File: config.mk
export PLATFORM = sky130hd
export DESIGN_NAME = tape_dibit_frame_encoder_top
export DESIGN_NICKNAME = d
export VERILOG_FILES = /design/src/rtl/core/tdfe_pkg.sv /design/src/rtl/core/tape_dibit_frame_encoder_top.sv /design/src/rtl/core/tdfe_cfg.sv /design/src/rtl/core/tdfe_front.sv /design/src/rtl/core/tdfe_job_queue.sv /design/src/rtl/core/tdfe_back.sv
export SDC_FILE = /design/constraint.sdc
export NUM_CORES = 1
export LEC_CHECK = 0
export BUFFER_PORTS_ARGS = -buffer_cell sky130_fd_sc_hd__buf_2
export CAP_MARGIN = 40
export CORE_MARGIN = 3
export CORE_UTILIZATION = 30
export CTS_BUF_LIST = sky130_fd_sc_hd__clkbuf_4 sky130_fd_sc_hd__clkbuf_8
export CTS_CLUSTER_DIAMETER = 30
export DETAILED_ROUTE_END_ITERATION = 8
export HOLD_SLACK_MARGIN = 0.05
export MAX_ROUTING_LAYER = met4
export PLACE_DENSITY_LB_ADDON = 0.08
export SYNTH_ARGS = -nofsm -noshare
export SYNTH_HDL_FRONTEND = slang
export SYNTH_SLANG_ARGS = --single-unit
export TNS_END_PERCENT = 20
File: constraint.sdc
create_clock -name clk -period 4.1 [get_ports clk]
set_input_delay 0.205 -clock clk [delete_from_list [all_inputs] [get_ports clk]]
set_output_delay 0.205 -clock clk [all_outputs]
set_load 0.005 [all_outputs]
File: src/rtl/core/tdfe_pkg.sv
// Shared types, codes and constants of the cassette record tone encoder.
package tdfe_pkg;

	// Configuration port
	localparam int unsigned ADDR_W = 4;
	localparam logic [1:0] REG_FREQ0 = 2'd0;
	localparam logic [1:0] REG_FREQ1 = 2'd1;
	localparam logic [1:0] REG_FREQ2 = 2'd2;
	localparam logic [1:0] REG_FREQ3 = 2'd3;
	localparam logic [15:0] FREQ0_RESET = 16'd2000;
	localparam logic [15:0] FREQ1_RESET = 16'd4000;
	localparam logic [15:0] FREQ2_RESET = 16'd6000;
	localparam logic [15:0] FREQ3_RESET = 16'd8000;

	// Input commands
	localparam logic [1:0] CMD_DATA    = 2'd0;
	localparam logic [1:0] CMD_HEADER  = 2'd1;
	localparam logic [1:0] CMD_SILENCE = 2'd2;

	// Header actions
	localparam logic [2:0] ACT_JUMP   = 3'd0;
	localparam logic [2:0] ACT_CALL   = 3'd1;
	localparam logic [2:0] ACT_NOP    = 3'd2;
	localparam logic [2:0] ACT_RETURN = 3'd3;
	localparam logic [2:0] ACT_CUSTOM = 3'd4;

	// Header bytes
	localparam logic [7:0]  OPC_JMP   = 8'h4C;
	localparam logic [7:0]  OPC_JSR   = 8'h20;
	localparam logic [7:0]  OPC_RTS   = 8'h60;
	localparam logic [7:0]  OPC_NOP   = 8'hEA;
	localparam logic [7:0]  MARK_BYTE = 8'hEA;
	localparam logic [15:0] FILL_WORD = 16'hEAEA;
	localparam int unsigned HDR_BYTES = 6;
	localparam logic [2:0]  HDR_LAST  = 3'(HDR_BYTES - 1);

	// Tone kinds and their fixed shapes
	localparam logic [2:0]  KIND_PILOT   = 3'd0;
	localparam logic [2:0]  KIND_SYNC    = 3'd1;
	localparam logic [2:0]  KIND_DATA    = 3'd2;
	localparam logic [2:0]  KIND_END     = 3'd3;
	localparam logic [2:0]  KIND_SILENCE = 3'd4;
	localparam logic [15:0] PILOT_FREQ    = 16'd5000;
	localparam logic [15:0] PILOT_CYCLES  = 16'd500;
	localparam logic [15:0] SYNC_FREQ     = 16'd10000;
	localparam logic [15:0] SYNC_CYCLES   = 16'd2;
	localparam logic [15:0] END_FREQ      = 16'd3500;
	localparam logic [15:0] END_CYCLES    = 16'd2;
	localparam logic [15:0] SYMBOL_CYCLES = 16'd1;

	typedef struct packed {
		logic [1:0]  command;
		logic [7:0]  data_byte;
		logic        first_flag;
		logic        last_flag;
		logic [15:0] load_address;
		logic [2:0]  action;
		logic [23:0] jump_word;
		logic [15:0] silence_length;
	} request_t;

	typedef struct packed {
		logic [2:0]  tone_kind;
		logic [1:0]  symbol;
		logic [15:0] frequency_hz;
		logic [15:0] cycle_count;
		logic        last;
	} result_t;

	// One classified item, ready for the tone sequencer.
	typedef struct packed {
		logic                        silence;
		logic                        rec_open;
		logic                        rec_close;
		logic [2:0]                  byte_last;
		logic [HDR_BYTES-1:0][7:0]   bytes;
		logic [7:0]                  csum;
		logic [15:0]                 silence_length;
	} job_t;

	typedef logic [3:0][15:0] freq_table_t;

	typedef enum logic [2:0] {
		PH_START,
		PH_PILOT,
		PH_SYNC,
		PH_BYTE,
		PH_CSUM,
		PH_END,
		PH_SILENCE
	} phase_t;

endpackage

File: src/rtl/core/tape_dibit_frame_encoder_top.sv
// Top level of the cassette record tone encoder.
//
//   channel   direction  handshake               payload
//   request   in         push / full             request_t
//   result    out        pop / empty             result_t
//   config    in         psel/penable/pwrite     paddr, pwdata -> prdata (pready tied high)
//
// The tone sequencer emits one result per cycle while the result queue has room: a plain
// data byte gives 4 results, a record-opening byte 6, a closing byte 9 and a header record 31; a silence gives 1.
// A two-entry item queue lets the front accept while the sequencer works, and a
// two-entry result queue keeps the sequencer running while the consumer stalls.
// Reset clears the queues, the sequencer and the checksum, and loads the default
// symbol frequencies; there is no clearing pass.
module tape_dibit_frame_encoder_top import tdfe_pkg::*; (
	input  logic              clk,
	input  logic              arst_n,
	input  logic              push,
	output logic              full,
	input  request_t          request,
	output logic              empty,
	input  logic              pop,
	output result_t           result,
	input  logic              psel,
	input  logic              penable,
	input  logic              pwrite,
	input  logic [ADDR_W-1:0] paddr,
	input  logic [31:0]       pwdata,
	output logic [31:0]       prdata,
	output logic              pready
);

	freq_table_t freq;
	job_t        job_in;
	job_t        job_out;
	logic        job_push;
	logic        job_full;
	logic        job_pop;
	logic        job_valid;

	tdfe_cfg u_cfg (
		.clk     (clk),
		.arst_n  (arst_n),
		.psel    (psel),
		.penable (penable),
		.pwrite  (pwrite),
		.paddr   (paddr),
		.pwdata  (pwdata),
		.prdata  (prdata),
		.pready  (pready),
		.freq    (freq)
	);

	tdfe_front u_front (
		.clk      (clk),
		.arst_n   (arst_n),
		.push     (push),
		.request  (request),
		.full     (full),
		.job_full (job_full),
		.job_push (job_push),
		.job      (job_in)
	);

	tdfe_job_queue u_queue (
		.clk     (clk),
		.arst_n  (arst_n),
		.push    (job_push),
		.job_in  (job_in),
		.full    (job_full),
		.pop     (job_pop),
		.job_out (job_out),
		.valid   (job_valid)
	);

	tdfe_back u_back (
		.clk       (clk),
		.arst_n    (arst_n),
		.job       (job_out),
		.job_valid (job_valid),
		.job_pop   (job_pop),
		.freq      (freq),
		.pop       (pop),
		.empty     (empty),
		.result    (result)
	);

endmodule

File: src/rtl/core/tdfe_cfg.sv
// APB register file holding the four symbol tone frequencies.
module tdfe_cfg import tdfe_pkg::*; (
	input  logic              clk,
	input  logic              arst_n,
	input  logic              psel,
	input  logic              penable,
	input  logic              pwrite,
	input  logic [ADDR_W-1:0] paddr,
	input  logic [31:0]       pwdata,
	output logic [31:0]       prdata,
	output logic              pready,
	output freq_table_t       freq
);

	freq_table_t freq_q;
	logic        wr_en;

	assign pready = 1'b1;
	assign wr_en  = psel && penable && pwrite;
	assign freq   = freq_q;

	always_ff @(posedge clk or negedge arst_n) begin
		if (!arst_n) begin
			freq_q[0] <= FREQ0_RESET;
			freq_q[1] <= FREQ1_RESET;
			freq_q[2] <= FREQ2_RESET;
			freq_q[3] <= FREQ3_RESET;
		end else if (wr_en) begin
			unique case (paddr[3:2])
				REG_FREQ0: freq_q[0] <= pwdata[15:0];
				REG_FREQ1: freq_q[1] <= pwdata[15:0];
				REG_FREQ2: freq_q[2] <= pwdata[15:0];
				REG_FREQ3: freq_q[3] <= pwdata[15:0];
				default:   freq_q    <= freq_q;
			endcase
		end
	end

	always_comb begin
		unique case (paddr[3:2])
			REG_FREQ0: prdata = {16'b0, freq_q[0]};
			REG_FREQ1: prdata = {16'b0, freq_q[1]};
			REG_FREQ2: prdata = {16'b0, freq_q[2]};
			REG_FREQ3: prdata = {16'b0, freq_q[3]};
			default:   prdata = 32'b0;
		endcase
	end

endmodule

File: src/rtl/core/tdfe_front.sv
// Front end: accepts items, builds header records and keeps the running checksum.
module tdfe_front import tdfe_pkg::*; (
	input  logic     clk,
	input  logic     arst_n,
	input  logic     push,
	input  request_t request,
	output logic     full,
	input  logic     job_full,
	output logic     job_push,
	output job_t     job
);

	logic [7:0]                csum_q;
	logic                      accept;
	logic                      job_valid;
	logic [7:0]                data_csum;
	logic [7:0]                opcode;
	logic [7:0]                word_lo;
	logic [7:0]                word_hi;
	logic [HDR_BYTES-1:0][7:0] hdr;
	logic [7:0]                hdr_csum;

	assign full     = job_full;
	assign accept   = push && !job_full;
	assign job_push = accept && job_valid;

	// A first byte restarts the checksum even inside an open record.
	assign data_csum = (request.first_flag ? 8'h00 : csum_q) ^ request.data_byte;

	always_comb begin
		unique case (request.action)
			ACT_JUMP: begin
				opcode  = OPC_JMP;
				word_lo = request.jump_word[7:0];
				word_hi = request.jump_word[15:8];
			end
			ACT_CALL: begin
				opcode  = OPC_JSR;
				word_lo = request.jump_word[7:0];
				word_hi = request.jump_word[15:8];
			end
			ACT_RETURN: begin
				opcode  = OPC_RTS;
				word_lo = FILL_WORD[7:0];
				word_hi = FILL_WORD[15:8];
			end
			ACT_CUSTOM: begin
				// The custom word goes out high byte first.
				opcode  = request.jump_word[23:16];
				word_lo = request.jump_word[15:8];
				word_hi = request.jump_word[7:0];
			end
			default: begin
				opcode  = OPC_NOP;
				word_lo = FILL_WORD[7:0];
				word_hi = FILL_WORD[15:8];
			end
		endcase
		hdr[0]   = request.load_address[7:0];
		hdr[1]   = request.load_address[15:8];
		hdr[2]   = MARK_BYTE;
		hdr[3]   = opcode;
		hdr[4]   = word_lo;
		hdr[5]   = word_hi;
		hdr_csum = hdr[0] ^ hdr[1] ^ hdr[2] ^ hdr[3] ^ hdr[4] ^ hdr[5];
	end

	always_comb begin
		job                = '0;
		job.silence_length = request.silence_length;
		job_valid          = 1'b0;
		unique case (request.command)
			CMD_DATA: begin
				job_valid     = 1'b1;
				job.rec_open  = request.first_flag;
				job.rec_close = request.last_flag;
				job.byte_last = 3'd0;
				job.bytes[0]  = request.data_byte;
				job.csum      = data_csum;
			end
			CMD_HEADER: begin
				job_valid     = 1'b1;
				job.rec_open  = 1'b1;
				job.rec_close = 1'b1;
				job.byte_last = HDR_LAST;
				job.bytes     = hdr;
				job.csum      = hdr_csum;
			end
			CMD_SILENCE: begin
				job_valid   = 1'b1;
				job.silence = 1'b1;
			end
			default: begin
				job_valid = 1'b0;
			end
		endcase
	end

	always_ff @(posedge clk or negedge arst_n) begin
		if (!arst_n) begin
			csum_q <= 8'h00;
		end else if (accept) begin
			unique case (request.command)
				CMD_DATA:   csum_q <= request.last_flag ? 8'h00 : data_csum;
				CMD_HEADER: csum_q <= 8'h00;
				default:    csum_q <= csum_q;
			endcase
		end
	end

endmodule

File: src/rtl/core/tdfe_job_queue.sv
// Two-entry queue of classified items between the front end and the sequencer.
module tdfe_job_queue import tdfe_pkg::*; (
	input  logic clk,
	input  logic arst_n,
	input  logic push,
	input  job_t job_in,
	output logic full,
	input  logic pop,
	output job_t job_out,
	output logic valid
);

	job_t       mem_q [2];
	logic       wr_ptr_q;
	logic       rd_ptr_q;
	logic [1:0] cnt_q;

	assign full    = (cnt_q == 2'd2);
	assign valid   = (cnt_q != 2'd0);
	assign job_out = mem_q[rd_ptr_q];

	always_ff @(posedge clk) begin
		if (push) begin
			mem_q[wr_ptr_q] <= job_in;
		end
	end

	always_ff @(posedge clk or negedge arst_n) begin
		if (!arst_n) begin
			wr_ptr_q <= 1'b0;
			rd_ptr_q <= 1'b0;
			cnt_q    <= 2'd0;
		end else begin
			if (push) begin
				wr_ptr_q <= ~wr_ptr_q;
			end
			if (pop) begin
				rd_ptr_q <= ~rd_ptr_q;
			end
			cnt_q <= cnt_q + {1'b0, push} - {1'b0, pop};
		end
	end

endmodule

File: src/rtl/core/tdfe_back.sv
// Back end: steps through one item's tones and queues one result per cycle while its result queue has room.
module tdfe_back import tdfe_pkg::*; (
	input  logic        clk,
	input  logic        arst_n,
	input  job_t        job,
	input  logic        job_valid,
	output logic        job_pop,
	input  freq_table_t freq,
	input  logic        pop,
	output logic        empty,
	output result_t     result
);

	phase_t     phase_q;
	phase_t     phase_n;
	phase_t     cur;
	phase_t     start_phase;
	logic [2:0] idx_q;
	logic [2:0] idx_n;
	logic [1:0] pair_q;
	logic [1:0] pair_n;
	logic [7:0] cur_byte;
	logic [1:0] sym;
	result_t    res;
	logic       emit;

	result_t    oq_q [2];
	logic       oq_wr_q;
	logic       oq_rd_q;
	logic [1:0] oq_cnt_q;
	logic       oq_pop;
	logic       oq_space;

	assign empty    = (oq_cnt_q == 2'd0);
	assign result   = oq_q[oq_rd_q];
	assign oq_pop   = pop && !empty;
	assign oq_space = (oq_cnt_q != 2'd2) || oq_pop;
	assign emit     = job_valid && oq_space;
	assign job_pop  = emit && res.last;

	// A fresh item picks its own entry point into the tone sequence.
	assign start_phase = job.silence ? PH_SILENCE : (job.rec_open ? PH_PILOT : PH_BYTE);
	assign cur         = (phase_q == PH_START) ? start_phase : phase_q;
	assign cur_byte    = (cur == PH_CSUM) ? job.csum : job.bytes[idx_q];

	always_comb begin
		case (pair_q)
			2'd0:    sym = cur_byte[7:6];
			2'd1:    sym = cur_byte[5:4];
			2'd2:    sym = cur_byte[3:2];
			default: sym = cur_byte[1:0];
		endcase
	end

	// Result for the current step
	always_comb begin
		res = '0;
		unique case (cur)
			PH_PILOT: begin
				res.tone_kind    = KIND_PILOT;
				res.frequency_hz = PILOT_FREQ;
				res.cycle_count  = PILOT_CYCLES;
			end
			PH_SYNC: begin
				res.tone_kind    = KIND_SYNC;
				res.frequency_hz = SYNC_FREQ;
				res.cycle_count  = SYNC_CYCLES;
			end
			PH_BYTE: begin
				res.tone_kind    = KIND_DATA;
				res.symbol       = sym;
				res.frequency_hz = freq[sym];
				res.cycle_count  = SYMBOL_CYCLES;
				res.last         = (pair_q == 2'd3) && (idx_q == job.byte_last) &&
					!job.rec_close;
			end
			PH_CSUM: begin
				res.tone_kind    = KIND_DATA;
				res.symbol       = sym;
				res.frequency_hz = freq[sym];
				res.cycle_count  = SYMBOL_CYCLES;
			end
			PH_END: begin
				res.tone_kind    = KIND_END;
				res.frequency_hz = END_FREQ;
				res.cycle_count  = END_CYCLES;
				res.last         = 1'b1;
			end
			PH_SILENCE: begin
				res.tone_kind    = KIND_SILENCE;
				res.cycle_count  = job.silence_length;
				res.last         = 1'b1;
			end
			default: begin
				res = '0;
			end
		endcase
	end

	// Next step
	always_comb begin
		phase_n = phase_q;
		idx_n   = idx_q;
		pair_n  = pair_q;
		if (emit) begin
			unique case (cur)
				PH_PILOT: phase_n = PH_SYNC;
				PH_SYNC:  phase_n = PH_BYTE;
				PH_BYTE: begin
					pair_n  = pair_q + 2'd1;
					phase_n = PH_BYTE;
					if (pair_q == 2'd3) begin
						if (idx_q == job.byte_last) begin
							idx_n   = 3'd0;
							phase_n = job.rec_close ? PH_CSUM : PH_START;
						end else begin
							idx_n = idx_q + 3'd1;
						end
					end
				end
				PH_CSUM: begin
					pair_n  = pair_q + 2'd1;
					phase_n = (pair_q == 2'd3) ? PH_END : PH_CSUM;
				end
				PH_END:     phase_n = PH_START;
				PH_SILENCE: phase_n = PH_START;
				default:    phase_n = PH_START;
			endcase
		end
	end

	always_ff @(posedge clk or negedge arst_n) begin
		if (!arst_n) begin
			phase_q <= PH_START;
			idx_q   <= 3'd0;
			pair_q  <= 2'd0;
		end else begin
			phase_q <= phase_n;
			idx_q   <= idx_n;
			pair_q  <= pair_n;
		end
	end

	always_ff @(posedge clk) begin
		if (emit) begin
			oq_q[oq_wr_q] <= res;
		end
	end

	always_ff @(posedge clk or negedge arst_n) begin
		if (!arst_n) begin
			oq_wr_q  <= 1'b0;
			oq_rd_q  <= 1'b0;
			oq_cnt_q <= 2'd0;
		end else begin
			if (emit) begin
				oq_wr_q <= ~oq_wr_q;
			end
			if (oq_pop) begin
				oq_rd_q <= ~oq_rd_q;
			end
			oq_cnt_q <= oq_cnt_q + {1'b0, emit} - {1'b0, oq_pop};
		end
	end

endmodule

==> out/qor.txt <==
Status: finished clean
Slowest-stage cell, CP: dfrtp_1
Clock Sink Count: 300
DP HPWL: 24,910 um
Pin count of the biggest net entering global routing: 58
Number of enable flip-flop cells after synthesis: 212
Unrepaired setup endpoints after global routing: no
Critical Setup Path Class: reg2reg
Core Footprint: 0.04597 mm^2
#FFs+latches synth: 300
Die Footprint: 0.04983 mm^2
Place WS: 783.8 ps
Critical path's top delay family: compound AO/OA/AOI/OAI gates
Cell taking the most area after synthesis: edfxtp_1
Xor/xnor share of the synthesized area: 3.341%
First-pass GRT wire length: 57,390 um
Post-synth top area share: 44.97%
Ys flop type: edfxtp_1
CTS root buf: clkbuf_8
Post-synthesis cell count: 987
Initial antenna violation count: 1
Total Wirelength: 37,670 um
Final Hold Fails: 0
Ys async rst share: 29.33%
Cell Pwr Density: 767.3 mW/mm^2
Vias in the first global route: 9,638
Final max-slew violation count: 0
Worst min path class: in2reg
GRT Total Usage: 15.54%
Vias per cell: 4.659
Row count: 78
Maximum clock path buffer count: 3
Main combinational cell family by area after synthesis: multiplexers
Worst EP arrival: 3730 ps
Power, Total: 14.04 mW
Ys Warns: 0
IO Pins: 187
1st-iter DRT viols: 403
Grt total ovfl: 0
Tmin final: 3328 ps
Yosys cell types: 68
Top cells by area, synth: edfxtp_1 45%, dfrtp_1 11%, mux2_2 8.8%, mux2i_1 5.7%, dfstp_2 4.6%
Post-synthesis sequential area ratio: 60.75%
WP buf/inv: 0
ANT nets after route: 0
CTS clk-pin slew, worst paths: 50 ps
Share of cells above drive strength 1: 37.15%
Worst-Margin Slew: 824.5 ps
CTS H-tree depth: 3
CTS tree: done
Worst Setup Slack, final: 771.7 ps
Cell Area, Synth: 0.01416 mm^2
Max Clock Freq: 300.5 MHz
Crit-path max cell delay: 790 ps
Worst path cell trace: mux2_2, a22oi_1, a21oi_1, a22o_1, a2111o_1, a21o_1, o221ai_1
Max Cap Violations: 0
DR WL/cell: 19.35 um
Synth Area in Simple Gates: 6.364%
Synth Area in Compound Gates: 6.275%
Synthesis-to-finish area growth: 29.26%
Leak: 7.254 nW
Critical Path RT: 4500 ps
Via Count: 9,072
Setup TNS: 0 ps
Critical Path Sink Type: flop
Clk_lat worst skew: 630 ps
Mean post-synth cell area: 14.34 um^2
Gp weighted congestion: 0.7499
Final nets: 1,400
Crit Path Max Fanout: 16
Post-synthesis mux area share: 18.92%
Slew margin rel.: 45.03%
Pre-Repair DR Iteration Count: 4
Startpoint class of the critical path: flop
Adder-cell share of the synthesized area: 0.7955%
Die X: 223.2 um
CTS buffer count: 85
Fin crit share: 81.18%
PortBufs: 151
Clock skew: 28.14 ps
Die Height: 223.2 um
Final Setup Violations: 0
# DRC: 0
VDD IR max: 408.7 uV
Starting Density: 30.80%
FILL cells: 4,396
==> synth_stat cells (8+ instances only) <==
library cell and number:
ha_1 9, a211oi_1 10, nand2b_1 15, a21oi_1 31, xnor2_1 40, o22ai_1 18, dfstp_2 25, a22oi_1 11
nand3_1 8, nor2b_1 10, o21ai_0 26, mux2_2 111, and2_1 14, dfrtp_1 63, clkbuf_1 29, nand2_1 38
o221ai_1 13, xor2_1 14, buf_4 18, mux2i_1 81, nor2_1 66, inv_1 14, edfxtp_1 212, mux4_2 24
==> cell families (layout without fill, tap and decap cells) <==
family	after synthesis	in the layout
flip-flops	300	300
multiplexers	222	222
AND/OR/NAND/NOR	182	182
AO/OA/AOI/OAI	132	132
buffers and inverters	86	430
XOR/XNOR	54	54
adder cells (fa/ha/maj)	9	9
other	2	18
==> state kept, by name, indices dropped and copies added, names as in the netlist <==
name              cells
u_back.oq_rd_q        1
u_queue.wr_ptr_q      1
u_front.csum_q        8
u_queue.mem_q       136
u_back.idx_q          3
u_cfg.freq           64
u_queue.rd_ptr_q      1
u_back.oq_cnt_q       2
u_queue.cnt_q         2
u_back.oq_wr_q        1
u_back.phase_q        3
u_back.pair_q         2
u_back.oq_q          76
==> final cells by class <==
type	count	area [um^2]	share of cell area [%]
timing repair buffer	258	1862	10.17
clock inverter	54	545.5	2.981
tap	600	750.7	4.103
inverter	16	60.06	0.3282
sequential	300	8602	47.01
multi-input combinational	616	5147	28.13
antenna	1	2.502	0.01368
clock buffer	102	1329	7.262
==> power breakdown <==
part | switching [mW] | leakage, nW | internal [mW]
Combinational | 2.54 | 3.23 | 2.08
Sequential | 0.498 | 3.07 | 4.57
Clock | 1.53 | 0.960 | 2.83
Total | 4.57 | 7.25 | 9.47
==> stage by stage <==
stage / hold WS (ps) / cell area, um^2 / cells / util [%]
floorplan: -90.59 / 14210 / 1002 / -
global placement: 394.1 / 15530 / 1705 / 33.79
detailed placement: 79.69 / 15610 / 1709 / 33.96
CTS: 51.03 / 18300 / 1946 / 39.80
global route: 111.4 / 18300 / 1947 / 39.81
finish: 122.6 / 18300 / 1947 / 39.81
==> metal layers <==
metal | part of all wire [%] | global-route usage, % | vias to the layer above
met5 | 0 | - | -
met4 | 2.0 | 5.558 | 0
met3 | 4.7 | 3.500 | 49
met2 | 47 | 23.79 | 209
met1 | 47 | 20.33 | 4520
li1 | - | - | 4294
==> worst min-delay path: cells and delay by family <==
family	cells	cell delay, ps
AOI/OAI and AO/OA	1	110
and+or+nand+nor	2	220
buffers and inverters	1	70
==> path summary, 6_finish.rpt <==
path	depth (start not counted)	endpoint	from	slack [ps]
worst max-delay path	7	u_back.oq_q[1][24]	u_back.idx_q[1]	770
worst min-delay path	4	u_queue.mem_q[0][54]	request[38]	120
worst max register to register	7	u_back.oq_q[1][24]	u_back.idx_q[1]	770
worst min register to register	1	u_queue.cnt_q[1]	u_queue.cnt_q[1]	490
max in group asynchronous	3	u_cfg.freq[43]	arst_n	3250
min in group asynchronous	2	u_cfg.freq[56]	arst_n	190
==> repair_timing <==
action,4_1_cts,5_1_grt
setup buffers,0,0
hold endpoints to repair,248,0
hold buffers,81,0
resized for setup,0,0
==> cells in the final DEF (no fill, tap or decap), types with 38 or more instances in the layout <==
master	n
edfxtp_1	212
buf_2	150
mux2_2	111
clkbuf_8	90
mux2i_1	81
dlygate4sd3_1	81
nor2_1	65
dfrtp_1	61
xnor2_1	40
nand2_1	38
Note: power is estimated with default switching activity, not from simulation.
